File: src/trle_pkg.sv
// Shared types and constants for the TGA run-length pixel decoder.
// No dependencies; used by tga_rle_pixel_decoder_unit.
`default_nettype none

package trle_pkg;

    // Header bytes at or above this value open a run chunk.
    localparam logic [7:0] RUN_THRESHOLD = 8'd128;
    // A run header minus this value gives the run length.
    localparam logic [7:0] RUN_BIAS      = 8'd127;

    localparam int BPP_BITS     = 3;
    localparam int IMG_BITS     = 25;
    localparam int CFG_IDX_BITS = 1;
    localparam int CFG_DATA_BITS = IMG_BITS;

    localparam logic [BPP_BITS-1:0] BPP_RESET = 3'd4;
    localparam logic [BPP_BITS-1:0] BPP_MIN   = 3'd1;
    localparam logic [BPP_BITS-1:0] BPP_MAX   = 3'd4;
    localparam logic [IMG_BITS-1:0] IMG_RESET = 25'd1;

    typedef enum logic [CFG_IDX_BITS-1:0] {
        CFG_BYTES_PER_PIXEL = 1'b0,
        CFG_IMAGE_PIXELS    = 1'b1
    } t_cfg_index;

    // One decoded result as it sits in the output or skid register.
    typedef struct packed {
        logic        status;
        logic        image_done;
        logic [7:0]  repeat_count;
        logic [31:0] pixel_value;
    } t_result;

endpackage

`default_nettype wire

File: src/tga_rle_pixel_decoder_unit.sv
// TGA run-length decoder: one stream byte per item in, one pixel result out.
// A result is registered as its last byte is taken. Throughput: one byte per cycle
// while the skid stage is empty; a pixel result every bytes_per_pixel pixel bytes.
// A two-entry output register plus skid stage lets a byte be taken while a result waits.
// Reset (synchronous, active low) clears decode state and output valids and sets
// bytes_per_pixel to 4 and image_pixels to 1. Depends on trle_pkg.
`default_nettype none

module tga_rle_pixel_decoder_unit #(
    parameter int PIXEL_COUNT_BITS = 24
) (
    input  wire logic        i_clk,
    input  wire logic        i_rst_n,
    // Configuration write port.
    input  wire logic        i_cfg_we,
    input  wire logic [trle_pkg::CFG_IDX_BITS-1:0]  i_cfg_index,
    input  wire logic [trle_pkg::CFG_DATA_BITS-1:0] i_cfg_data,
    // Input stream. tdata: [7:0] stream_byte.
    input  wire logic        s_axis_tvalid,
    output logic             s_axis_tready,
    input  wire logic [7:0]  s_axis_tdata,
    // Output stream. tdata: [31:0] pixel_value, [39:32] repeat_count.
    output logic             m_axis_tvalid,
    input  wire logic        m_axis_tready,
    output logic [39:0]      m_axis_tdata,
    output logic             m_axis_tlast,   // image_done
    output logic             m_axis_tuser    // tuser: [0] status (chunk clipped)
);

    // Decoded count stays below the effective image size, which is at most
    // 2^PIXEL_COUNT_BITS and at most 2^25-1.
    localparam int CW = (PIXEL_COUNT_BITS < trle_pkg::IMG_BITS) ?
                        PIXEL_COUNT_BITS : trle_pkg::IMG_BITS;
    localparam int TW = (PIXEL_COUNT_BITS < trle_pkg::IMG_BITS) ?
                        PIXEL_COUNT_BITS + 1 : trle_pkg::IMG_BITS;
    localparam logic [25:0] CAP = (PIXEL_COUNT_BITS >= trle_pkg::IMG_BITS) ?
                                  26'h3FF_FFFF : (26'd1 << PIXEL_COUNT_BITS);

    // Configuration registers.
    logic [trle_pkg::BPP_BITS-1:0] r_bpp;
    logic [trle_pkg::IMG_BITS-1:0] r_img;

    // Decode state.
    logic          r_expect_header, n_expect_header;
    logic          r_chunk_is_run,  n_chunk_is_run;
    logic [7:0]    r_chunk_left,    n_chunk_left;
    logic [1:0]    r_byte_in_pixel, n_byte_in_pixel;
    logic [23:0]   r_assembly,      n_assembly;
    logic [CW-1:0] r_decoded,       n_decoded;

    // Output register and skid stage.
    logic                r_out_valid, r_skid_valid;
    trle_pkg::t_result   r_out, r_skid;

    logic                accept, out_take;
    logic                res_valid;
    trle_pkg::t_result   res;

    logic [2:0]    eff_bpp;
    logic [25:0]   total_wide;
    logic [TW-1:0] total, decoded_ext, remain;
    logic [7:0]    cnt_raw;
    logic          done;
    logic [31:0]   pixel;
    logic [31:0]   byte_shifted;

    assign s_axis_tready = !r_skid_valid;
    assign accept        = s_axis_tvalid && s_axis_tready;
    assign out_take      = r_out_valid && m_axis_tready;

    assign m_axis_tvalid = r_out_valid;
    assign m_axis_tdata  = {r_out.repeat_count, r_out.pixel_value};
    assign m_axis_tlast  = r_out.image_done;
    assign m_axis_tuser  = r_out.status;

    always_comb begin
        if (r_bpp < trle_pkg::BPP_MIN) begin
            eff_bpp = trle_pkg::BPP_MIN;
        end else if (r_bpp > trle_pkg::BPP_MAX) begin
            eff_bpp = trle_pkg::BPP_MAX;
        end else begin
            eff_bpp = r_bpp;
        end
    end

    always_comb begin
        total_wide = {1'b0, r_img};
        if (r_img == '0) begin
            total_wide = 26'd1;
        end
        if (total_wide > CAP) begin
            total_wide = CAP;
        end
        total       = total_wide[TW-1:0];
        decoded_ext = TW'(r_decoded);
        // If the size was lowered below the decoded count, the next pixel ends the image.
        remain      = (total > decoded_ext) ? (total - decoded_ext) : TW'(1);
    end

    always_comb begin
        case (r_byte_in_pixel)
            2'd0:    byte_shifted = {24'd0, s_axis_tdata};
            2'd1:    byte_shifted = {16'd0, s_axis_tdata, 8'd0};
            2'd2:    byte_shifted = {8'd0, s_axis_tdata, 16'd0};
            2'd3:    byte_shifted = {s_axis_tdata, 24'd0};
            default: byte_shifted = '0;
        endcase
    end

    always_comb begin
        n_expect_header = r_expect_header;
        n_chunk_is_run  = r_chunk_is_run;
        n_chunk_left    = r_chunk_left;
        n_byte_in_pixel = r_byte_in_pixel;
        n_assembly      = r_assembly;
        n_decoded       = r_decoded;
        res_valid       = 1'b0;
        pixel           = {8'd0, r_assembly} | byte_shifted;
        cnt_raw         = r_chunk_is_run ? r_chunk_left : 8'd1;
        if (cnt_raw == 8'd0) begin
            cnt_raw = 8'd1;
        end
        done             = TW'(cnt_raw) >= remain;
        res.pixel_value  = pixel;
        res.repeat_count = done ? remain[7:0] : cnt_raw;
        res.image_done   = done;
        res.status       = done && (r_chunk_left > res.repeat_count);

        if (accept) begin
            if (r_expect_header) begin
                if (s_axis_tdata < trle_pkg::RUN_THRESHOLD) begin
                    n_chunk_is_run = 1'b0;
                    n_chunk_left   = s_axis_tdata + 8'd1;
                end else begin
                    n_chunk_is_run = 1'b1;
                    n_chunk_left   = s_axis_tdata - trle_pkg::RUN_BIAS;
                end
                n_expect_header = 1'b0;
                n_byte_in_pixel = 2'd0;
                n_assembly      = '0;
            end else if ({1'b0, r_byte_in_pixel} + 3'd1 < eff_bpp) begin
                n_assembly      = r_assembly | byte_shifted[23:0];
                n_byte_in_pixel = r_byte_in_pixel + 2'd1;
            end else begin
                res_valid       = 1'b1;
                n_byte_in_pixel = 2'd0;
                n_assembly      = '0;
                if (done) begin
                    n_decoded       = '0;
                    n_chunk_left    = 8'd0;
                    n_expect_header = 1'b1;
                end else begin
                    n_decoded    = r_decoded + CW'(cnt_raw);
                    n_chunk_left = (r_chunk_left > cnt_raw) ? (r_chunk_left - cnt_raw) : 8'd0;
                    if (n_chunk_left == 8'd0) begin
                        n_expect_header = 1'b1;
                    end
                end
            end
        end
    end

    always_ff @(posedge i_clk) begin
        if (!i_rst_n) begin
            r_bpp           <= trle_pkg::BPP_RESET;
            r_img           <= trle_pkg::IMG_RESET;
            r_expect_header <= 1'b1;
            r_chunk_is_run  <= 1'b0;
            r_chunk_left    <= 8'd0;
            r_byte_in_pixel <= 2'd0;
            r_assembly      <= '0;
            r_decoded       <= '0;
            r_out_valid     <= 1'b0;
            r_skid_valid    <= 1'b0;
        end else begin
            if (i_cfg_we) begin
                case (trle_pkg::t_cfg_index'(i_cfg_index))
                    trle_pkg::CFG_BYTES_PER_PIXEL:
                        r_bpp <= i_cfg_data[trle_pkg::BPP_BITS-1:0];
                    trle_pkg::CFG_IMAGE_PIXELS:
                        r_img <= i_cfg_data;
                    default: ;
                endcase
            end
            r_expect_header <= n_expect_header;
            r_chunk_is_run  <= n_chunk_is_run;
            r_chunk_left    <= n_chunk_left;
            r_byte_in_pixel <= n_byte_in_pixel;
            r_assembly      <= n_assembly;
            r_decoded       <= n_decoded;

            // The skid entry drains first; input is held off while it is full.
            if (r_skid_valid) begin
                if (out_take) begin
                    r_out        <= r_skid;
                    r_skid_valid <= 1'b0;
                end
            end else if (res_valid) begin
                if (!r_out_valid || out_take) begin
                    r_out       <= res;
                    r_out_valid <= 1'b1;
                end else begin
                    r_skid       <= res;
                    r_skid_valid <= 1'b1;
                end
            end else if (out_take) begin
                r_out_valid <= 1'b0;
            end
        end
    end

    a_skid_needs_out: assert property (@(posedge i_clk) disable iff (!i_rst_n)
        r_skid_valid |-> r_out_valid)
        else $error("skid entry held without an output entry");

    a_chunk_open_nonempty: assert property (@(posedge i_clk) disable iff (!i_rst_n)
        !r_expect_header |-> (r_chunk_left != 8'd0))
        else $error("open chunk with no pixels left");

    a_repeat_nonzero: assert property (@(posedge i_clk) disable iff (!i_rst_n)
        m_axis_tvalid |-> (m_axis_tdata[39:32] != 8'd0))
        else $error("result with zero repeat count");

    a_clip_marks_done: assert property (@(posedge i_clk) disable iff (!i_rst_n)
        (m_axis_tvalid && m_axis_tuser) |-> m_axis_tlast)
        else $error("clipped result that does not end the image");

    a_done_clears_count: assert property (@(posedge i_clk) disable iff (!i_rst_n)
        (res_valid && done) |=> (r_decoded == '0 && r_expect_header))
        else $error("image end did not restart the pixel count");

endmodule

`default_nettype wire

File: config.mk
export PLATFORM = sky130hd
export DESIGN_NAME = tga_rle_pixel_decoder_unit
export DESIGN_NICKNAME = d
export VERILOG_FILES = /design/src/trle_pkg.sv /design/src/tga_rle_pixel_decoder_unit.sv
export SDC_FILE = /design/constraint.sdc
export NUM_CORES = 1
export LEC_CHECK = 0
export BUFFER_PORTS_ARGS = -buffer_cell sky130_fd_sc_hd__clkbuf_2
export CAP_MARGIN = 20
export CORE_UTILIZATION = 30
export CTS_BUF_LIST = sky130_fd_sc_hd__clkbuf_8
export DETAILED_ROUTE_END_ITERATION = 6
export GPL_ROUTABILITY_DRIVEN = 0
export HOLD_SLACK_MARGIN = 0.03
export PLACE_DENSITY_LB_ADDON = 0.25
export SLEW_MARGIN = 15
export SYNTH_ARGS = -nofsm -noshare
export SYNTH_HDL_FRONTEND = slang
export SYNTH_SLANG_ARGS = --single-unit
export TNS_END_PERCENT = 10
File: constraint.sdc
create_clock -name i_clk -period 15.7 [get_ports i_clk]
set_input_delay 1.57 -clock i_clk [delete_from_list [all_inputs] [get_ports i_clk]]
set_output_delay 1.57 -clock i_clk [all_outputs]
set_load 0.01 [all_outputs]
* Word level (Yosys, flattened, before mapping)
Cells that the tools add are included.
W data, S select, Z words.
** Word-level totals
- Register bits after elaboration :: 174
- Bits of input ports :: 39
** Cells by class
- Add/sub/neg operators :: 7
- Magnitude comparators :: 9
- Eq/ne operators :: 6
- Muxes and demuxes :: 38
- Bitwise gates (word level) :: 7
- Reductions and logical operators :: 21
** Operator list (number)
- $mux W42 :: 4
- $pmux W32 S4 :: 1
- $mux W25 :: 3
- $mux W24 :: 3
- $mux W8 :: 8
- $or A24 B32 Y32 :: 1
- $gt A26 B25 Y1 const B :: 1
- $ge A8 B25 Y1 :: 1
- $gt A25 B24 Y1 :: 1
- $logic_not A25 Y1 :: 1
- $sub A25 B24 Y25 :: 1
- $add A24 B8 Y24 :: 1
- $or A24 B24 Y24 :: 1
- $gt A8 B8 Y1 :: 2
- $logic_not A8 Y1 :: 2
- $mux W1 :: 15
- $add A8 B1 Y8 const B :: 1
- $lt A8 B8 Y1 const B :: 1
- $reduce_and A2 Y1 :: 4
- $reduce_and A4 Y1 :: 2
- $sub A8 B7 Y8 const B :: 1
- $sub A8 B8 Y8 :: 1
- $mux W3 :: 2
- $reduce_and A3 Y1 :: 2
- 16 further kinds :: 28

* Depth between registers and ports, before layout
Gate-level depths: netlist of run 1.
- Word-level depth :: 13
- Depth in mapped cells :: 34
- Mapped depth without buffers :: 30

* Least setup slack after synthesis of run 1
No wires, ideal clock.
- Path kind :: reg-to-reg
- From :: register r_img[8] (netlist bit)
- To :: register r_out, in the netlist m_axis_tuser, data pin
- Library setup time :: 260 ps
- Data arrival time :: 6136 ps
- Required time :: 15440 ps
- Path slack :: 9304 ps
- Stages on the path, launching flop included :: 35
- Buffers on the path :: 4
- Period minus slack after synthesis :: 6396 ps
- Path through :: dfxtp_1 -> nor4_1 -> nand4_1 -> o21ai_0 -> clkbuf_1 -> and2_1 -> ha_1 -> buf_2 -> a21o_1 -> a21boi_0 -> o221a_2 -> a31oi_1 -> o31a_1 -> buf_2 -> nand2_1 -> ha_1 -> or2_2 -> o2111ai_1 -> a21oi_1 -> a311oi_1 -> a211o_1 -> nor4_4 -> a41oi_2 -> buf_6 -> nand2_1 -> and2_1 -> ha_1 -> nor2b_1 -> o21a_1 -> o21ai_0 -> nand2b_1 -> a21oi_1 -> o21a_1 -> a211oi_2 -> mux2_2
** RTL lines
- from (decl) :: line tga_rle_pixel_decoder_unit.sv:41 : logic [trle_pkg::IMG_BITS-1:0] r_img;
- from (signal assigned) :: line tga_rle_pixel_decoder_unit.sv:166 : r_img <= trle_pkg::IMG_RESET;
- from (signal assigned) :: line tga_rle_pixel_decoder_unit.sv:181 : r_img <= i_cfg_data;
- to (signal assigned) :: line tga_rle_pixel_decoder_unit.sv:195 : r_out <= r_skid;
- to (signal assigned) :: line tga_rle_pixel_decoder_unit.sv:200 : r_out <= res;
- to (decl) :: line tga_rle_pixel_decoder_unit.sv:53 : trle_pkg::t_result r_out, r_skid;

==> results of run 1 <==
kinds of logic after synthesis:
family,synth area share
XOR/XNOR,0.0366
multiplexers,0.0517
AND/OR/NAND/NOR,0.182
buffers and inverters,0.0418
adder cells (fa/ha/maj),0.0793
AO/OA/AOI/OAI,0.168
flip-flops,0.440
registers in the layout, summed over array words and instances, names as in the netlist:
register and flops:
r_expect_header 1, r_decoded 24, r_skid_valid 1, r_byte_in_pixel 2, r_assembly 24, m_axis_tvalid 1, r_bpp 3, r_chunk_left 8
m_axis_tlast 1, m_axis_tdata 40, r_img 25, r_chunk_is_run 1, m_axis_tuser 1, r_skid 42
power by group:
| part | total, W | internal (W) | leakage (nW) | switching (W) |
|---|---|---|---|---|
| clock network | 0.000330 | 0.000125 | 0.211 | 0.000206 |
| logic | 0.000195 | 0.0000753 | 2.79 | 0.000120 |
| registers | 0.000492 | 0.000482 | 1.51 | 0.00000957 |
| total | 0.00102 | 0.000682 | 4.51 | 0.000335 |
final timing paths:
check	startpoint	to	slack, ps	depth (start not counted)
setup / recovery	r_img[4]	m_axis_tuser	7990	31
hold / removal	r_img[2]	r_img[2]	480	2
setup reg to reg	r_img[4]	m_axis_tuser	7990	31
hold reg to reg	r_img[2]	r_img[2]	480	2
worst max-delay path, delay by kind of cell (launching register included):
| kind | cells | cell delay, ps |
|---|---|---|
| buffers and inverters | 1 | 260 |
| AOI/OAI and AO/OA | 14 | 3440 |
| DFF | 1 | 340 |
| and+or+nand+nor | 12 | 2270 |
| adders and majority gates | 3 | 860 |
| muxes | 1 | 300 |
metal layers:
metal / GRT usage / part of all wire
met3: 0.0314 / 0.041
met5: 0 / 0
met4: 0.0467 / 0.017
met1: 0.218 / 0.49
met2: 0.247 / 0.45
layout by cell type, fill, tap and decap left out, drive strengths merged, types with 23 or more instances in the layout:
cell / count
nor2: 85
a21o: 37
xnor2: 32
o21ai: 62
clkbuf: 99
nor3: 23
and2: 39
inv: 63
edfxtp: 84
nand2: 114
ha: 59
mux2: 38
dfxtp: 90
a21oi: 68
cell type report:
cell class                 count  area (um^2)
tap                          435          544
clock inverter                15          184
timing repair buffer          90          470
fill                        3323        20800
sequential                   174         4320
inverter                      53          199
clock buffer                  17          234
multi-input combinational    769         5100
stage by stage:
step / utilization / area [um^2] / instances / total power (W)
after floorplan: - / 9820 / 1046 / 0.000645
after global placement: 0.333 / 10600 / 1520 / 0.000695
after detailed placement: 0.334 / 10600 / 1521 / 0.000695
after CTS: 0.347 / 11100 / 1553 / 0.00103
after global routing: 0.347 / 11100 / 1553 / 0.00107
final: 0.347 / 11100 / 1553 / 0.00102
synthesized netlist by cell type, types with 23 or more instances:
cell and number:
inv_1 52, a21o_1 37, clkbuf_1 37, a21oi_1 68, mux2_2 38, edfxtp_1 84
ha_1 59, nor2_1 85, dfxtp_1 90, nor3_1 23, and2_1 38, xnor2_1 32
nand2_1 114, o21ai_0 57
==> metrics, run 1 <==
Lkg Pwr 4.51 nW; wire length per cell 16.7 um; DR vias/cell 4.99; Clock Skew 21.5 ps; RSZ-0062 raised after global routing no; die height 183 um; Worst Path Max Fanout 14; DIE AREA 33,500 um^2; Residual DRC 0; Worst path max stage delay 740 ps; final setup fails 0; synthesized cell area 9820 um^2; Via Count 7,750; actual slew at the worst max-slew pin 932 ps; # clock sinks 174; crit start category register; top cell type's share of synthesized area 0.257; pwr dens 92.0 nW/um^2; antenna violations before repair 0; # hold bufs at CTS 0; Max-cap violations 0; num rows 65; TritonCTS clock tree done; Gates resized, CTS repair 0; post-synthesis cell count 1,046; Pins Over Slew Limit 0; Initial DRC Count 396; Worst EP required 15,950 ps; CP max-delay cell a41oi_2; yosys warns 0; Place WS 8040 ps; final WL 25,900 um; minimum hold slack 477 ps; Hold Vio Cnt, Final 0; Setup WS post-layout 7990 ps; largest net degree at the start of global routing 47; Worst-path clk slew 120 ps; io pins 83; Highest Clock Rate 130 MHz; crit end category register; CTS Buffer Depth 2; port bufs 82; ANT nets after route 0; Synth area leaders edfxtp_1, dfxtp_1, ha_1; WS Path Type register to register; post-CTS setup buffer count 0; Synth Register Bits 174; aggregate negative setup slack 0 ps; VDD IR max 0.0455 mV; H-tree levels 4; Slew headroom 0.379; Hold WC Path Type register to register; first-pass GRT wire length 41,200 um; number of global-route vias before repair 7,527; Initial Util 0.308; DP HPWL 19,200 um; total grt overflow 0; number of diodes 0; clock root cell clkbuf_8; Mean Syn Cell Area 9.39 um^2; ys async rst share 0; Netlist cell types 67; layout cell share with drive strength beyond 1 0.161; Area Overhead vs Synth 12.6%; GRT Overall Usage 0.157; worst skew pair latency 480 ps; ys flop type dfxtp_1; Worst Path Arrival 7960 ps; Final #Nets 1,205; status completed; Post-synth EDFFs 84; synthesized net count 1,146; core area 31,900 um^2; Tcrit/Tclk final 0.491; sequential fraction of the synthesis area 0.440; Yosys top cell by area edfxtp_1; Die Wd 183 um; total CTS buffers 17; first-pass detailed-route iteration total 5; Period minus WS final 7710 ps
Note: power is estimated with default switching activity, not from simulation.
==> run 2, diff against run 1 <==
clock period = 7.1 ns   (was 15.7 ns; I/O delays follow)
==> metrics, run 2 (same netlist as run 1, synthesis figures left out) <==
Residual DRC 0 (unchanged); Crit path buffers/inverters 4 (was 1); Initial DRC Count 579 (was 396); # clock sinks 174 (unchanged); GRT Overall Usage 0.159 (was 0.157); RSZ-0062 raised after global routing no (unchanged); Worst Path Arrival 6900 ps (was 7960 ps); Tcrit/Tclk final 0.939 (was 0.491); port bufs 82 (unchanged); Initial Util 0.308 (unchanged); sw frac 0.334 (was 0.329); sequential group share of total power 0.470 (was 0.483); actual slew at the worst max-slew pin 960 ps (was 932 ps); worst skew pair latency 480 ps (about the same); Pint 0.00154 W (was 0.000682 W); CTS Buffer Depth 2 (unchanged); Hold WC Path Type primary input to register (was register to register); Combinational Power Share 0.199 (was 0.192); CP max-delay cell a221o_1 (was a41oi_2); TritonCTS clock tree done (unchanged); Final #Nets 1,220 (was 1,205); final WL 26,200 um (was 25,900 um); status completed (unchanged); aggregate negative setup slack 0 ps (unchanged); io pins 83 (unchanged); num rows 65 (unchanged); DR vias/cell 5.01 (was 4.99); Max-cap violations 0 (unchanged); antenna violations before repair 0 (unchanged); final setup fails 0 (unchanged); Largest register FFs 42 (unchanged); CP top delay family compound AO/OA/AOI/OAI gates (unchanged); largest net degree at the start of global routing 46 (was 47); H-tree levels 4 (unchanged); Worst path max stage delay 370 ps (was 740 ps); layout cell share with drive strength beyond 1 0.181 (was 0.161); WS Path Type register to register (unchanged); Die Wd 183 um (unchanged); leading cell type in the layout, fill and taps excluded nand2_1 (unchanged); Area Overhead vs Synth 14.8% (was 12.6%); clock root cell clkbuf_8 (unchanged); Clock Skew 29.1 ps (was 21.5 ps); Worst-path clk slew 110 ps (was 120 ps); Largest Register r_skid (unchanged); Hold Vio Cnt, Final 0 (unchanged); number of global-route vias before repair 7,335 (was 7,527); Lkg Pwr 4.61 nW (was 4.51 nW); final core utilization 0.353 (was 0.347); Highest Clock Rate 150 MHz (was 130 MHz); commonest non-fill, non-tap cells in the layout nand2_1, dfxtp_1, nor2_1 (unchanged); clock power share 0.331 (was 0.325); Pins Over Slew Limit 0 (unchanged); DP HPWL 19,100 um (was 19,200 um); Via Count 7,860 (was 7,750); overall power 0.00231 W (was 0.00102 W); number of diodes 0 (unchanged); Fillers 3,358 (was 3,323); pwr dens 205 nW/um^2 (was 92.0 nW/um^2); Period minus WS final 6670 ps (was 7710 ps); total grt overflow 0 (unchanged); wire length per cell 16.7 um (about the same); DIE AREA 33,500 um^2 (unchanged); Worst EP required 7330 ps (was 15,950 ps); crit end category register (unchanged); core area 31,900 um^2 (unchanged); Worst Path Max Fanout 13 (was 14); first-pass detailed-route iteration total 6 (was 5); VDD IR max 0.0980 mV (was 0.0455 mV); first-pass GRT wire length 41,500 um (was 41,200 um); crit start category register (unchanged); ANT nets after route 0 (unchanged); total CTS buffers 17 (unchanged); Slew headroom 0.360 (was 0.379); Switch Pwr 0.000774 W (was 0.000335 W); die height 183 um (unchanged)
[run 2: layout make-up]
cell class | instances | area [um^2] | share of cell area
multi-input cells | 769 | 5160 | 0.458
flip-flops and latches | 174 | 4320 | 0.384
repair buffers | 105 | 584 | 0.0519
well taps | 435 | 544 | 0.0483
clock buffers | 17 | 234 | 0.0208
clock inverters | 15 | 220 | 0.0195
inverters | 53 | 199 | 0.0177
[run 2: worst paths after layout]
| path | slack, ps | to | cells past startpoint | start |
|---|---|---|---|---|
| max | 430 | m_axis_tuser | 34 | r_img[3] |
| min | 440 | r_skid_valid | 2 | m_axis_tready |
| max reg2reg | 430 | m_axis_tuser | 34 | r_img[3] |
| min reg2reg | 490 | r_img[11] | 2 | r_img[11] |
[run 2: metrics by stage]
stage | instance area, um^2 | instances | hold WS [ps] | setup slack (ps)
5_1_grt | 11300 | 1568 | 424 | 13.1
3_3_place_gp | 10700 | 1531 | 452 | 330
6_report | 11300 | 1568 | 438 | 431
3_5_place_dp | 10700 | 1531 | 460 | 215
4_1_cts | 11200 | 1563 | 404 | 176
2_1_floorplan | 9820 | 1046 | 439 | 704
[run 2: power groups by stage]
stage	clock (W)	combinational (W)	sequential, W
global route	0.000837	0.000508	0.00109
global placement	0	0.000432	0.00111
detailed placement	0	0.000432	0.00111
CTS	0.000793	0.000435	0.00109
finish	0.000765	0.000460	0.00109
floorplan	0	0.000326	0.00110
[run 2: routing by layer]
layer,share of wire,GRT usage,wire length (um),vias to the layer above
met2,0.44,0.239,11600,181
met3,0.040,0.0238,1050,20
met4,0.013,0.0470,353,0
met5,0,0,0,-
met1,0.51,0.232,13200,3744
li1,-,-,-,3915
[run 2: timing repair]
item	CTS	global route
hold endpoints to repair	0	0
buffers inserted	0	5
hold buffers	0	0
endpoints found under the setup margin	0	2
resized for setup	0	16
==> run 3, diff against run 2 <==
CORE_MARGIN = 4   (was unset)
==> metrics, run 3 (same netlist as run 1, synthesis figures left out) <==
total grt overflow 0 (unchanged); final setup fails 0 (unchanged); Reg area 4320 um^2 (unchanged); crit end category register (unchanged); TritonCTS clock tree done (unchanged); DR vias/cell 4.95 (was 5.01); DIE AREA 35,700 um^2 (was 33,500 um^2); commonest non-fill, non-tap cells in the layout nand2_1, dfxtp_1, nor2_1 (unchanged); H-tree levels 4 (unchanged); Final #Nets 1,220 (unchanged); leading cell type in the layout, fill and taps excluded nand2_1 (unchanged); Period minus WS final 6690 ps (was 6670 ps); Highest Clock Rate 150 MHz (about the same); Worst-path clk slew 120 ps (was 110 ps); total CTS buffers 17 (unchanged); CP top delay family compound AO/OA/AOI/OAI gates (unchanged); status completed (unchanged); CP max-delay cell o31a_2 (was a221o_1); # clock sinks 174 (unchanged); Max-cap violations 0 (unchanged); Lkg Pwr 4.57 nW (was 4.61 nW); crit start category register (unchanged); VDD IR max 0.106 mV (was 0.0980 mV); CTS Buffer Depth 2 (unchanged); wire length per cell 16.8 um (was 16.7 um); WS Path Type register to register (unchanged); first-pass detailed-route iteration total 5 (was 6); Tcrit/Tclk final 0.942 (was 0.939); Initial Util 0.308 (unchanged); largest net degree at the start of global routing 46 (unchanged); aggregate negative setup slack 0 ps (unchanged); Worst Path Arrival 6930 ps (was 6900 ps); pwr dens 200 nW/um^2 (was 205 nW/um^2); Pins Over Slew Limit 0 (unchanged); DP HPWL 19,400 um (was 19,100 um); minimum hold slack 441 ps (was 438 ps); actual slew at the worst max-slew pin 993 ps (was 960 ps); Largest register FFs 42 (unchanged); Clock Skew 26.6 ps (was 29.1 ps); antenna violations before repair 0 (unchanged); Area Overhead vs Synth 14.3% (was 14.8%); number of global-route vias before repair 7,732 (was 7,335); core area 31,900 um^2 (unchanged); GRT Overall Usage 0.147 (was 0.159); clock root cell clkbuf_8 (unchanged); Worst EP required 7350 ps (was 7330 ps); die height 189 um (was 183 um); Die Wd 189 um (was 183 um); final core utilization 0.352 (was 0.353); port bufs 82 (unchanged); Crit path buffers/inverters 3 (was 4); final WL 26,300 um (was 26,200 um); io pins 83 (unchanged); # hold bufs at CTS 0 (unchanged); Fillers 3,335 (was 3,358); Residual DRC 0 (unchanged); ANT nets after route 0 (unchanged); num rows 65 (unchanged); area of the multi-input gates 5180 um^2 (was 5160 um^2); Largest Register r_skid (unchanged); number of diodes 0 (unchanged); layout cell share with drive strength beyond 1 0.183 (was 0.181); worst skew pair latency 480 ps (about the same); Hold WC Path Type primary input to register (unchanged); Via Count 7,756 (was 7,860); Worst path max stage delay 430 ps (was 370 ps); Slew headroom 0.335 (was 0.360); Initial DRC Count 482 (was 579); Worst Path Max Fanout 11 (was 13); first-pass GRT wire length 42,200 um (was 41,500 um); Hold Vio Cnt, Final 0 (unchanged)
-- run 3: cell type report --
class / count / area share
Timing Repair Buffer: 104 / 0.0516
Sequential cell: 174 / 0.385
Clock inverter: 15 / 0.0143
Clock buffer: 17 / 0.0209
Tap cell: 435 / 0.0485
Inverter: 53 / 0.0177
Multi-Input combinational cell: 770 / 0.462
-- run 3: path summary, 6_finish.rpt --
check                start            to  slack (ps)  cells past startpoint
min reg2reg       r_img[2]      r_img[2]         470                      2
max reg2reg       r_img[3]  m_axis_tuser         410                     32
min          m_axis_tready  r_skid_valid         440                      2
max               r_img[3]  m_axis_tuser         410                     32
-- run 3: worst register-to-register path: cells and delay by family, from the launching register on --
kind / cells / cell delay [ps]
AOI/OAI and AO/OA: 15 / 2960
buffers and inverters: 3 / 480
DFF: 1 / 360
muxes: 1 / 270
adders and majority gates: 3 / 760
and+or+nand+nor: 10 / 1620
-- run 3: report_power, final --
part	switching, W	internal (W)	leakage (nW)
logic	0.000275	0.000184	2.87
clock network	0.000434	0.000268	0.196
registers	0.0000211	0.00107	1.51
total	0.000730	0.00152	4.57
-- run 3: metal layers --
layer  vias to the layer above  global-route usage  part of all wire  routed length [um]
met3                        39              0.0278             0.044                1160
met1                      3628               0.215              0.51               13300
met2                       170               0.213              0.42               11000
met5                         -                   0                 0                   0
met4                         0              0.0575             0.031                 813
li1                       3919                   -                 -                   -
-- run 3: what timing repair did --
action | CTS | global route
buffers inserted | 0 | 4
endpoints found under the setup margin | 0 | 2
gates resized for setup | 0 | 18
-- run 3: through the flow --
step	instance area [um^2]	power, W	setup slack (ps)	std cells
floorplan	9820	0.00143	704	1046
global placement	10700	0.00154	290	1531
detailed placement	10700	0.00154	98.3	1531
CTS	11100	0.00225	19.8	1563
global route	11200	0.00237	-15.9	1568
finish	11200	0.00225	414	1568
